### config.mk
export PLATFORM = sky130hd
export DESIGN_NAME = cpf_cnpj_check_digit_validator
export DESIGN_NICKNAME = d
export VERILOG_FILES = /design/src/sv/cpfcv_pkg.sv /design/src/sv/cpfcv_front.sv /design/src/sv/cpfcv_queue.sv /design/src/sv/cpfcv_back.sv /design/src/sv/cpf_cnpj_check_digit_validator.sv
export SDC_FILE = /design/constraint.sdc
export NUM_CORES = 1
export LEC_CHECK = 0
export BUFFER_PORTS_ARGS = -buffer_cell sky130_fd_sc_hd__buf_2
export CORE_ASPECT_RATIO = 0.75
export CORE_MARGIN = 10
export CORE_UTILIZATION = 65
export DETAILED_ROUTE_END_ITERATION = 16
export HOLD_SLACK_MARGIN = 0.12
export PLACE_DENSITY = 0.84
export SLEW_MARGIN = 40
export SYNTH_ARGS = -nofsm -noshare
export SYNTH_HDL_FRONTEND = slang
export SYNTH_SLANG_ARGS = --single-unit
### constraint.sdc
create_clock -name clk -period 10.9 [get_ports clk]
set_input_delay 0.545 -clock clk [delete_from_list [all_inputs] [get_ports clk]]
set_output_delay 0.545 -clock clk [all_outputs]
set_load 0.01 [all_outputs]
### src/sv/cpfcv_pkg.sv
package cpfcv_pkg;

	// One input beat: a raw character and the end-of-string mark.
	typedef struct packed {
		logic [7:0] char_in;
		logic       last_char;
	} in_t;

	// One result beat.
	typedef struct packed {
		logic       cpf_ok;
		logic       cnpj_ok;
		logic       accepted;
		logic [3:0] digits_seen;
	} out_t;

	// A classified character as it travels through the queue.
	typedef struct packed {
		logic       is_digit;
		logic [3:0] digit;
		logic       last;
	} entry_t;

	localparam logic [1:0] MODE_CPF    = 2'd0;
	localparam logic [1:0] MODE_CNPJ   = 2'd1;
	localparam logic [1:0] MODE_EITHER = 2'd2;

	localparam logic [7:0] CHAR_ZERO = 8'h30;
	localparam logic [7:0] CHAR_NINE = 8'h39;

	localparam int QDEPTH = 4;
	localparam int QAW    = $clog2(QDEPTH);

	localparam logic [3:0] CPF_LEN     = 4'd11;
	localparam logic [3:0] CNPJ_LEN    = 4'd14;
	localparam logic [3:0] COUNT_MAX   = 4'd15;
	localparam logic [3:0] POS_CPF_DV1  = 4'd9;
	localparam logic [3:0] POS_CPF_DV2  = 4'd10;
	localparam logic [3:0] POS_CNPJ_DV1 = 4'd12;
	localparam logic [3:0] POS_CNPJ_DV2 = 4'd13;

	// ceil(2^16 / 11); exact quotient for every 10-bit dividend.
	localparam logic [12:0] RECIP11 = 13'd5958;

	function automatic logic [3:0] cpf_w1(input logic [3:0] p);
		return (p < 4'd9) ? 4'(4'd10 - p) : 4'd0;
	endfunction

	function automatic logic [3:0] cpf_w2(input logic [3:0] p);
		return (p < 4'd10) ? 4'(4'd11 - p) : 4'd0;
	endfunction

	function automatic logic [3:0] cnpj_w1(input logic [3:0] p);
		logic [3:0] w;
		case (p)
			4'd0:    w = 4'd5;
			4'd1:    w = 4'd4;
			4'd2:    w = 4'd3;
			4'd3:    w = 4'd2;
			4'd4:    w = 4'd9;
			4'd5:    w = 4'd8;
			4'd6:    w = 4'd7;
			4'd7:    w = 4'd6;
			4'd8:    w = 4'd5;
			4'd9:    w = 4'd4;
			4'd10:   w = 4'd3;
			4'd11:   w = 4'd2;
			default: w = 4'd0;
		endcase
		return w;
	endfunction

	function automatic logic [3:0] cnpj_w2(input logic [3:0] p);
		logic [3:0] w;
		case (p)
			4'd0:    w = 4'd6;
			4'd1:    w = 4'd5;
			4'd2:    w = 4'd4;
			4'd3:    w = 4'd3;
			4'd4:    w = 4'd2;
			4'd5:    w = 4'd9;
			4'd6:    w = 4'd8;
			4'd7:    w = 4'd7;
			4'd8:    w = 4'd6;
			4'd9:    w = 4'd5;
			4'd10:   w = 4'd4;
			4'd11:   w = 4'd3;
			4'd12:   w = 4'd2;
			default: w = 4'd0;
		endcase
		return w;
	endfunction

	// Check digit from a weighted sum: remainder below 2 gives 0, else 11 - r.
	function automatic logic [3:0] mod11_check(input logic [9:0] sum);
		logic [22:0] prod;
		logic [6:0]  quo;
		logic [9:0]  rem;
		prod = 23'(sum) * 23'(RECIP11);
		quo  = prod[22:16];
		rem  = sum - 10'({3'b000, quo} * 10'd11);
		return (rem < 10'd2) ? 4'd0 : 4'(10'd11 - rem);
	endfunction

endpackage

### src/sv/cpfcv_front.sv
module cpfcv_front (
	input  cpfcv_pkg::in_t    in_data,
	output cpfcv_pkg::entry_t entry
);

	logic is_digit;

	assign is_digit = (in_data.char_in >= cpfcv_pkg::CHAR_ZERO)
		&& (in_data.char_in <= cpfcv_pkg::CHAR_NINE);

	always_comb begin
		entry.is_digit = is_digit;
		entry.digit    = is_digit ? 4'(in_data.char_in - cpfcv_pkg::CHAR_ZERO) : 4'd0;
		entry.last     = in_data.last_char;
	end

endmodule

### src/sv/cpfcv_queue.sv
module cpfcv_queue (
	input  logic              clk,
	input  logic              arst_n,
	input  logic              push,
	input  cpfcv_pkg::entry_t push_entry,
	output logic              full,
	input  logic              pop,
	output logic              pop_valid,
	output cpfcv_pkg::entry_t pop_entry
);

	cpfcv_pkg::entry_t mem_q [cpfcv_pkg::QDEPTH];
	logic [cpfcv_pkg::QAW-1:0] wr_ptr_q;
	logic [cpfcv_pkg::QAW-1:0] rd_ptr_q;
	logic [cpfcv_pkg::QAW:0]   cnt_q;
	logic do_push;
	logic do_pop;

	assign full      = (cnt_q == (cpfcv_pkg::QAW+1)'(cpfcv_pkg::QDEPTH));
	assign pop_valid = (cnt_q != '0);
	assign pop_entry = mem_q[rd_ptr_q];
	assign do_push   = push && !full;
	assign do_pop    = pop && pop_valid;

	always_ff @(posedge clk) begin
		if (do_push) begin
			mem_q[wr_ptr_q] <= push_entry;
		end
	end

	always_ff @(posedge clk or negedge arst_n) begin
		if (!arst_n) begin
			wr_ptr_q <= '0;
			rd_ptr_q <= '0;
			cnt_q    <= '0;
		end else begin
			if (do_push) begin
				wr_ptr_q <= wr_ptr_q + 1'b1;
			end
			if (do_pop) begin
				rd_ptr_q <= rd_ptr_q + 1'b1;
			end
			case ({do_push, do_pop})
				2'b10:   cnt_q <= cnt_q + 1'b1;
				2'b01:   cnt_q <= cnt_q - 1'b1;
				default: cnt_q <= cnt_q;
			endcase
		end
	end

endmodule

### src/sv/cpfcv_back.sv
module cpfcv_back (
	input  logic              clk,
	input  logic              arst_n,
	input  logic [1:0]        id_mode,
	input  logic              q_valid,
	input  cpfcv_pkg::entry_t q_entry,
	output logic              q_pop,
	output logic              out_valid,
	input  logic              out_stall,
	output cpfcv_pkg::out_t   out_data
);

	// Running state of the string being collected.
	logic [3:0] cnt_q;
	logic [9:0] cpf1_q, cpf2_q, cnpj1_q, cnpj2_q;
	logic [3:0] lead_q;
	logic       eq_q;
	logic [3:0] held_q [4];

	// Next values with the current beat folded in.
	logic [3:0] cnt_n;
	logic [9:0] cpf1_n, cpf2_n, cnpj1_n, cnpj2_n;
	logic [3:0] lead_n;
	logic       eq_n;
	logic [3:0] held_n [4];

	// Finished sums of one string, waiting for the judge stage.
	logic       valid_s1;
	logic [3:0] cnt_s1;
	logic [9:0] cpf1_s1, cpf2_s1, cnpj1_s1, cnpj2_s1;
	logic       eq_s1;
	logic [3:0] held_s1 [4];

	logic            out_valid_q;
	cpfcv_pkg::out_t out_q;
	cpfcv_pkg::out_t judge;
	logic            out_free;
	logic            s1_free;
	logic [3:0]      p;
	logic [3:0]      d;

	assign out_free = !out_valid_q || !out_stall;
	assign s1_free  = !valid_s1 || out_free;
	// Plain characters never wait; a last character needs room in the judge stage.
	assign q_pop    = q_valid && (!q_entry.last || s1_free);

	assign p = cnt_q;
	assign d = q_entry.digit;

	always_comb begin
		cnt_n   = cnt_q;
		cpf1_n  = cpf1_q;
		cpf2_n  = cpf2_q;
		cnpj1_n = cnpj1_q;
		cnpj2_n = cnpj2_q;
		lead_n  = lead_q;
		eq_n    = eq_q;
		for (int i = 0; i < 4; i++) begin
			held_n[i] = held_q[i];
		end
		if (q_entry.is_digit) begin
			if (p == 4'd0) begin
				lead_n = d;
			end else if (d != lead_q) begin
				eq_n = 1'b0;
			end
			cpf1_n  = cpf1_q + 10'(d) * 10'(cpfcv_pkg::cpf_w1(p));
			cpf2_n  = cpf2_q + 10'(d) * 10'(cpfcv_pkg::cpf_w2(p));
			cnpj1_n = cnpj1_q + 10'(d) * 10'(cpfcv_pkg::cnpj_w1(p));
			cnpj2_n = cnpj2_q + 10'(d) * 10'(cpfcv_pkg::cnpj_w2(p));
			if (p == cpfcv_pkg::POS_CPF_DV1) begin
				held_n[0] = d;
			end
			if (p == cpfcv_pkg::POS_CPF_DV2) begin
				held_n[1] = d;
			end
			if (p == cpfcv_pkg::POS_CNPJ_DV1) begin
				held_n[2] = d;
			end
			if (p == cpfcv_pkg::POS_CNPJ_DV2) begin
				held_n[3] = d;
			end
			if (cnt_q != cpfcv_pkg::COUNT_MAX) begin
				cnt_n = cnt_q + 4'd1;
			end
		end
	end

	always_ff @(posedge clk or negedge arst_n) begin
		if (!arst_n) begin
			cnt_q   <= '0;
			cpf1_q  <= '0;
			cpf2_q  <= '0;
			cnpj1_q <= '0;
			cnpj2_q <= '0;
			lead_q  <= '0;
			eq_q    <= 1'b1;
			for (int i = 0; i < 4; i++) begin
				held_q[i] <= '0;
			end
		end else if (q_pop) begin
			if (q_entry.last) begin
				cnt_q   <= '0;
				cpf1_q  <= '0;
				cpf2_q  <= '0;
				cnpj1_q <= '0;
				cnpj2_q <= '0;
				lead_q  <= '0;
				eq_q    <= 1'b1;
				for (int i = 0; i < 4; i++) begin
					held_q[i] <= '0;
				end
			end else begin
				cnt_q   <= cnt_n;
				cpf1_q  <= cpf1_n;
				cpf2_q  <= cpf2_n;
				cnpj1_q <= cnpj1_n;
				cnpj2_q <= cnpj2_n;
				lead_q  <= lead_n;
				eq_q    <= eq_n;
				for (int i = 0; i < 4; i++) begin
					held_q[i] <= held_n[i];
				end
			end
		end
	end

	always_ff @(posedge clk or negedge arst_n) begin
		if (!arst_n) begin
			valid_s1 <= 1'b0;
		end else if (s1_free) begin
			valid_s1 <= q_pop && q_entry.last;
		end
	end

	always_ff @(posedge clk) begin
		if (q_pop && q_entry.last) begin
			cnt_s1   <= cnt_n;
			cpf1_s1  <= cpf1_n;
			cpf2_s1  <= cpf2_n;
			cnpj1_s1 <= cnpj1_n;
			cnpj2_s1 <= cnpj2_n;
			eq_s1    <= eq_n;
			for (int i = 0; i < 4; i++) begin
				held_s1[i] <= held_n[i];
			end
		end
	end

	always_comb begin
		judge.cpf_ok = (cnt_s1 == cpfcv_pkg::CPF_LEN) && !eq_s1
			&& (cpfcv_pkg::mod11_check(cpf1_s1) == held_s1[0])
			&& (cpfcv_pkg::mod11_check(cpf2_s1) == held_s1[1]);
		judge.cnpj_ok = (cnt_s1 == cpfcv_pkg::CNPJ_LEN)
			&& (cpfcv_pkg::mod11_check(cnpj1_s1) == held_s1[2])
			&& (cpfcv_pkg::mod11_check(cnpj2_s1) == held_s1[3]);
		case (id_mode)
			cpfcv_pkg::MODE_CPF:  judge.accepted = judge.cpf_ok;
			cpfcv_pkg::MODE_CNPJ: judge.accepted = judge.cnpj_ok;
			default:              judge.accepted = judge.cpf_ok || judge.cnpj_ok;
		endcase
		judge.digits_seen = cnt_s1;
	end

	always_ff @(posedge clk or negedge arst_n) begin
		if (!arst_n) begin
			out_valid_q <= 1'b0;
		end else if (out_free) begin
			out_valid_q <= valid_s1;
		end
	end

	always_ff @(posedge clk) begin
		if (out_free && valid_s1) begin
			out_q <= judge;
		end
	end

	assign out_valid = out_valid_q;
	assign out_data  = out_q;

	a_s1_holds: assert property (@(posedge clk) disable iff (!arst_n)
		valid_s1 && !out_free |=> valid_s1 && $stable(cnt_s1) && $stable(cpf1_s1))
		else $error("judge stage lost or changed a waiting string");

	a_clear_after_last: assert property (@(posedge clk) disable iff (!arst_n)
		q_pop && q_entry.last |=> cnt_q == 4'd0 && eq_q && cpf1_q == 10'd0)
		else $error("string state not cleared after last character");

	a_last_reaches_s1: assert property (@(posedge clk) disable iff (!arst_n)
		q_pop && q_entry.last |=> valid_s1)
		else $error("last character did not reach judge stage");

	a_cpf_len: assert property (@(posedge clk) disable iff (!arst_n)
		out_valid_q && out_q.cpf_ok |-> out_q.digits_seen == cpfcv_pkg::CPF_LEN)
		else $error("CPF pass with wrong length");

	a_cnpj_len: assert property (@(posedge clk) disable iff (!arst_n)
		out_valid_q && out_q.cnpj_ok |-> out_q.digits_seen == cpfcv_pkg::CNPJ_LEN)
		else $error("CNPJ pass with wrong length");

	a_accept_implies: assert property (@(posedge clk) disable iff (!arst_n)
		out_valid_q && out_q.accepted |-> out_q.cpf_ok || out_q.cnpj_ok)
		else $error("verdict accepted without a passing check");

endmodule

### src/sv/cpf_cnpj_check_digit_validator.sv
// Channel  Direction  Handshake                 Beat
// in       input      in_valid / in_stall       in_data: one character, last mark
// out      output     out_valid / out_stall     out_data: flags and digit count
// cfg      input      cfg_valid / cfg_ready     cfg_data: id_mode
//
// One character is taken every cycle while in_stall is low; the four-entry queue between
// the classifier and the accumulator absorbs output stalls until it fills.
// The result of a string is registered from its accepted last beat into the judge stage
// and then into the output register, and waits there while out_stall is high. Reset clears
// the running sums and sets id_mode to CPF.
module cpf_cnpj_check_digit_validator (
	input  logic                clk,
	input  logic                arst_n,
	input  logic                in_valid,
	output logic                in_stall,
	input  cpfcv_pkg::in_t      in_data,
	output logic                out_valid,
	input  logic                out_stall,
	output cpfcv_pkg::out_t     out_data,
	input  logic                cfg_valid,
	output logic                cfg_ready,
	input  logic [1:0]          cfg_data
);

	logic [1:0]        id_mode_q;
	cpfcv_pkg::entry_t front_entry;
	cpfcv_pkg::entry_t q_entry;
	logic              q_full;
	logic              q_valid;
	logic              q_pop;

	assign cfg_ready = 1'b1;
	assign in_stall  = q_full;

	always_ff @(posedge clk or negedge arst_n) begin
		if (!arst_n) begin
			id_mode_q <= cpfcv_pkg::MODE_CPF;
		end else if (cfg_valid && cfg_ready) begin
			id_mode_q <= cfg_data;
		end
	end

	cpfcv_front u_front (
		.in_data (in_data),
		.entry   (front_entry)
	);

	cpfcv_queue u_queue (
		.clk        (clk),
		.arst_n     (arst_n),
		.push       (in_valid),
		.push_entry (front_entry),
		.full       (q_full),
		.pop        (q_pop),
		.pop_valid  (q_valid),
		.pop_entry  (q_entry)
	);

	cpfcv_back u_back (
		.clk       (clk),
		.arst_n    (arst_n),
		.id_mode   (id_mode_q),
		.q_valid   (q_valid),
		.q_entry   (q_entry),
		.q_pop     (q_pop),
		.out_valid (out_valid),
		.out_stall (out_stall),
		.out_data  (out_data)
	);

endmodule
==> results by group <==
Placed design
  – Post-DP HPWL: roughly 38 mm
  – Routability congestion estimate: approximately 0.93
  – I/O Buffers: 24

Worst setup path
  – Most common cell type on the critical path: fa_1
  – Crit-path leading delay family: adder cells
  – CP startpoint kind: flip-flop
  – Worst Path Buf+Inv: 5
  – Critical path class: reg -> reg
  – Critical Path Max Stage Delay: 0.63 ns
  – Worst path required time: approximately 11 ns
  – R2R setup slack: 1.66 ns
  – Crit path DAT: approximately 9.5 ns
  – Crit Path Max Fanout: 10
  – R2R Path End: u_back.out_data[4]$_DFFE_PP_
  – RR Startpoint: u_back.cnpj2_s1[2]$_DFFE_PP_
  – CP endpoint kind: flip-flop
  – R2r worst-path depth: 31
  – Critical path's slowest cell: edfxtp_1

Cells and area
  – Area Growth Syn to Fin: 5.59%
  – N_diodes: 0
  – Layout cells sized above 1: about 4.2%
  – Nets: a little under 3000

Clocking
  – Htree depth: 4
  – Hold_buf cts: 1
  – Worst-path clk slew: 0.07 ns
  – Num Clock Sinks: approximately 170
  – # resized after CTS: 0
  – CTS Root Cell: clkbuf_16
  – CTS Buffer Depth: 2
  – Setup bufs post-CTS: 0
  – TritonCTS Buffers: 17
  – CTS tree: yes
  – Clock latency on the worst-skew pair: 0.45 ns

Floorplanning
  – Num rows: 57
  – IO Count: 26
  – Chip width: 231 um
  – Core area: ~33000 sq um
  – Die Y: approximately 180 um
  – Die ar.: 41300 sq um
  – Starting density of the core: between 60% and 70%

Yosys
  – Cell Area, Synth: ~22000 sq um
  – Synth Instances: between 2000 and 2500
  – Synth Flop Type: edfxtp_1
  – YS warnings: 0
  – Largest area contributor in the netlist: ha_1
  – Synth top cells by count: inv_1 (497), ha_1 (453), fa_1 (192)
  – Post-synth EDFFs: just over 90
  – Mean Syn Cell Area: 9.78 sq um
  – Flops & latches, synth: about 170
  – Top post-synthesis cells by area: ha_1 (26%), fa_1 (18%), edfxtp_1 (13%)
  – Library cells used by synthesis: 75
  – Count leader, synth: inv_1
  – Post-synthesis net count: a little under 3000
  – Post-synth ARST share: between 40 and 50%
  – Seq/Total Area, Yosys: between 20 and 25%
  – Post-synth top area share: 26.0%

Drt
  – Initial DRC count: roughly 1100
  – Via density: around 5.8
  – DR WL/cell: between 15 and 20 um
  – DRT Pass-1 Iters: 5
  – Final WL: 47.7 mm
  – Routed Antenna Nets: 0
  – Via count: 15600
  – DRC: 0

Run status
  – Outcome: completed

Timing
  – Worst slew margin: a little under half
  – Slew @ Worst Pin: 0.782 ns
  – Final Hold Fails: 0
  – Endpoints failing setup: 0
  – Max Clock Skew: slightly above 0.01 ns
  – RSZ-0062 raised after global routing: no
  – Final period util: about 85%
  – Final slew viol count: 0
  – F_max: around 0.11 GHz
  – Fin Setup TNS: 0 ns
  – Fin crit period: approximately 9.2 ns

Global routing
  – GRT Residual Overflow: 0
  – Pin count of the biggest net entering global routing: 62
  – First-pass GRT wire length: between 80 and 90 mm
  – Initial antenna violation count: 0
  – GRT Util Overall: between 20% and 30%
  – Vias in the first global route: approximately 17000

Worst hold path
  – Hold Path Depth: 1
  – Worst min path class: in -> reg
  – Hold path startpoint: in_data[0]
  – Worst hold endpoint: u_queue.mem_q[3][0]$_DFFE_PP_

Job
  – Max-cap violations: 0
per-stage QoR:
| step | hold WS, ns | setup slack [ns] | instance area, sq um | utilization [%] | instances |
|---|---|---|---|---|---|
| after floorplan | 0.249 | 2.76 | 21800 | - | 2225 |
| after global placement | 0.433 | 2.14 | 22400 | 68.4 | 2664 |
| after detailed placement | 0.439 | 1.81 | 22400 | 68.4 | 2664 |
| after CTS | 0.301 | 1.74 | 23000 | 70.2 | 2697 |
| after global routing | 0.321 | 1.18 | 23000 | 70.2 | 2697 |
| final | 0.319 | 1.66 | 23000 | 70.2 | 2697 |
worst max path at each step:
stage | cells past startpoint | startpoint | to
floorplan | 31 | u_back.cpf2_s1[2]$_DFFE_PP_ | u_back.out_data[4]$_DFFE_PP_
global placement | 34 | u_back.cpf1_s1[2]$_DFFE_PP_ | u_back.out_data[4]$_DFFE_PP_
CTS | 32 | u_back.cnpj2_s1[2]$_DFFE_PP_ | u_back.out_data[4]$_DFFE_PP_
finish | 31 | u_back.cnpj2_s1[2]$_DFFE_PP_ | u_back.out_data[4]$_DFFE_PP_
detailed placement | 31 | u_back.cnpj2_s1[2]$_DFFE_PP_ | u_back.out_data[4]$_DFFE_PP_
global route | 35 | u_back.cpf2_s1[2]$_DFFE_PP_ | u_back.out_data[4]$_DFFE_PP_
registers in the layout (all words and copies together), names as in the netlist, 3 cells and up:
register / count
u_back.lead_q: 4
u_back.cnpj2_q: 10
u_back.held_q: 16
u_back.cpf2_s1: 10
u_back.cnt_s1: 4
u_queue.mem_q: 24
u_queue.cnt_q: 3
u_back.cpf1_s1: 10
u_back.held_s1: 16
u_back.cnpj2_s1: 10
u_back.out_data: 7
u_back.cpf1_q: 10
u_back.cpf2_q: 10
u_back.cnt_q: 4
u_back.cnpj1_s1: 10
u_back.cnpj1_q: 10
layout by cell type, fill, tap and decap left out, types with 58 or more instances in the layout:
master / count
edfxtp_1: 92
dfrtp_1: 75
nand2_1: 122
a21oi_1: 58
fa_1: 192
ha_1: 453
nor2_1: 107
o21ai_1: 70
inv_1: 497
xnor2_1: 82
routing by layer:
metal	vias up	global-route usage [%]	wire (um)
met2	441	41.2	22500
met3	59	4.16	2750
met5	-	0	0
met4	0	5.25	691
li1	7410	-	-
met1	7671	31.9	21700
worst reg2reg max path, delay by kind of cell, from the launching register on:
| kind | cells | cell delay [ns] |
|---|---|---|
| and+or+nand+nor | 5 | 1.25 |
| adders and majority gates | 10 | 4.17 |
| DFF | 1 | 0.63 |
| xor gates and xnor gates | 1 | 0.22 |
| AOI/OAI and AO/OA | 10 | 2.39 |
| buffers and inverters | 5 | 0.42 |
area by class of cell:
cell class	instances	area, sq um
Sequential cell	168	4670
Fill cell	2352	9760
Multi-Input combinational cell	1521	15100
Tap cell	442	553
Timing Repair Buffer	35	211
Inverter	499	1870
Clock buffer	21	450
Clock inverter	11	125
cells by family (layout without fill, tap and decap cells):
| group | after synthesis | after routing | share of synthesized area (%) |
|---|---|---|---|
| AOI/OAI and AO/OA | 349 | 349 | 10.7 |
| xor gates and xnor gates | 124 | 124 | 5.12 |
| adders and majority gates | 645 | 645 | 43.7 |
| buffers and inverters | 536 | 566 | 9.27 |
| DFF | 168 | 168 | 21.4 |
| muxes | 39 | 39 | 2.08 |
| other | 1 | 1 | 0.0172 |
| and+or+nand+nor | 363 | 363 | 7.66 |
Power is left out: the tool's default activity adds up to more than one toggle a clock period on the data nets, which glitch-free logic cannot reach.
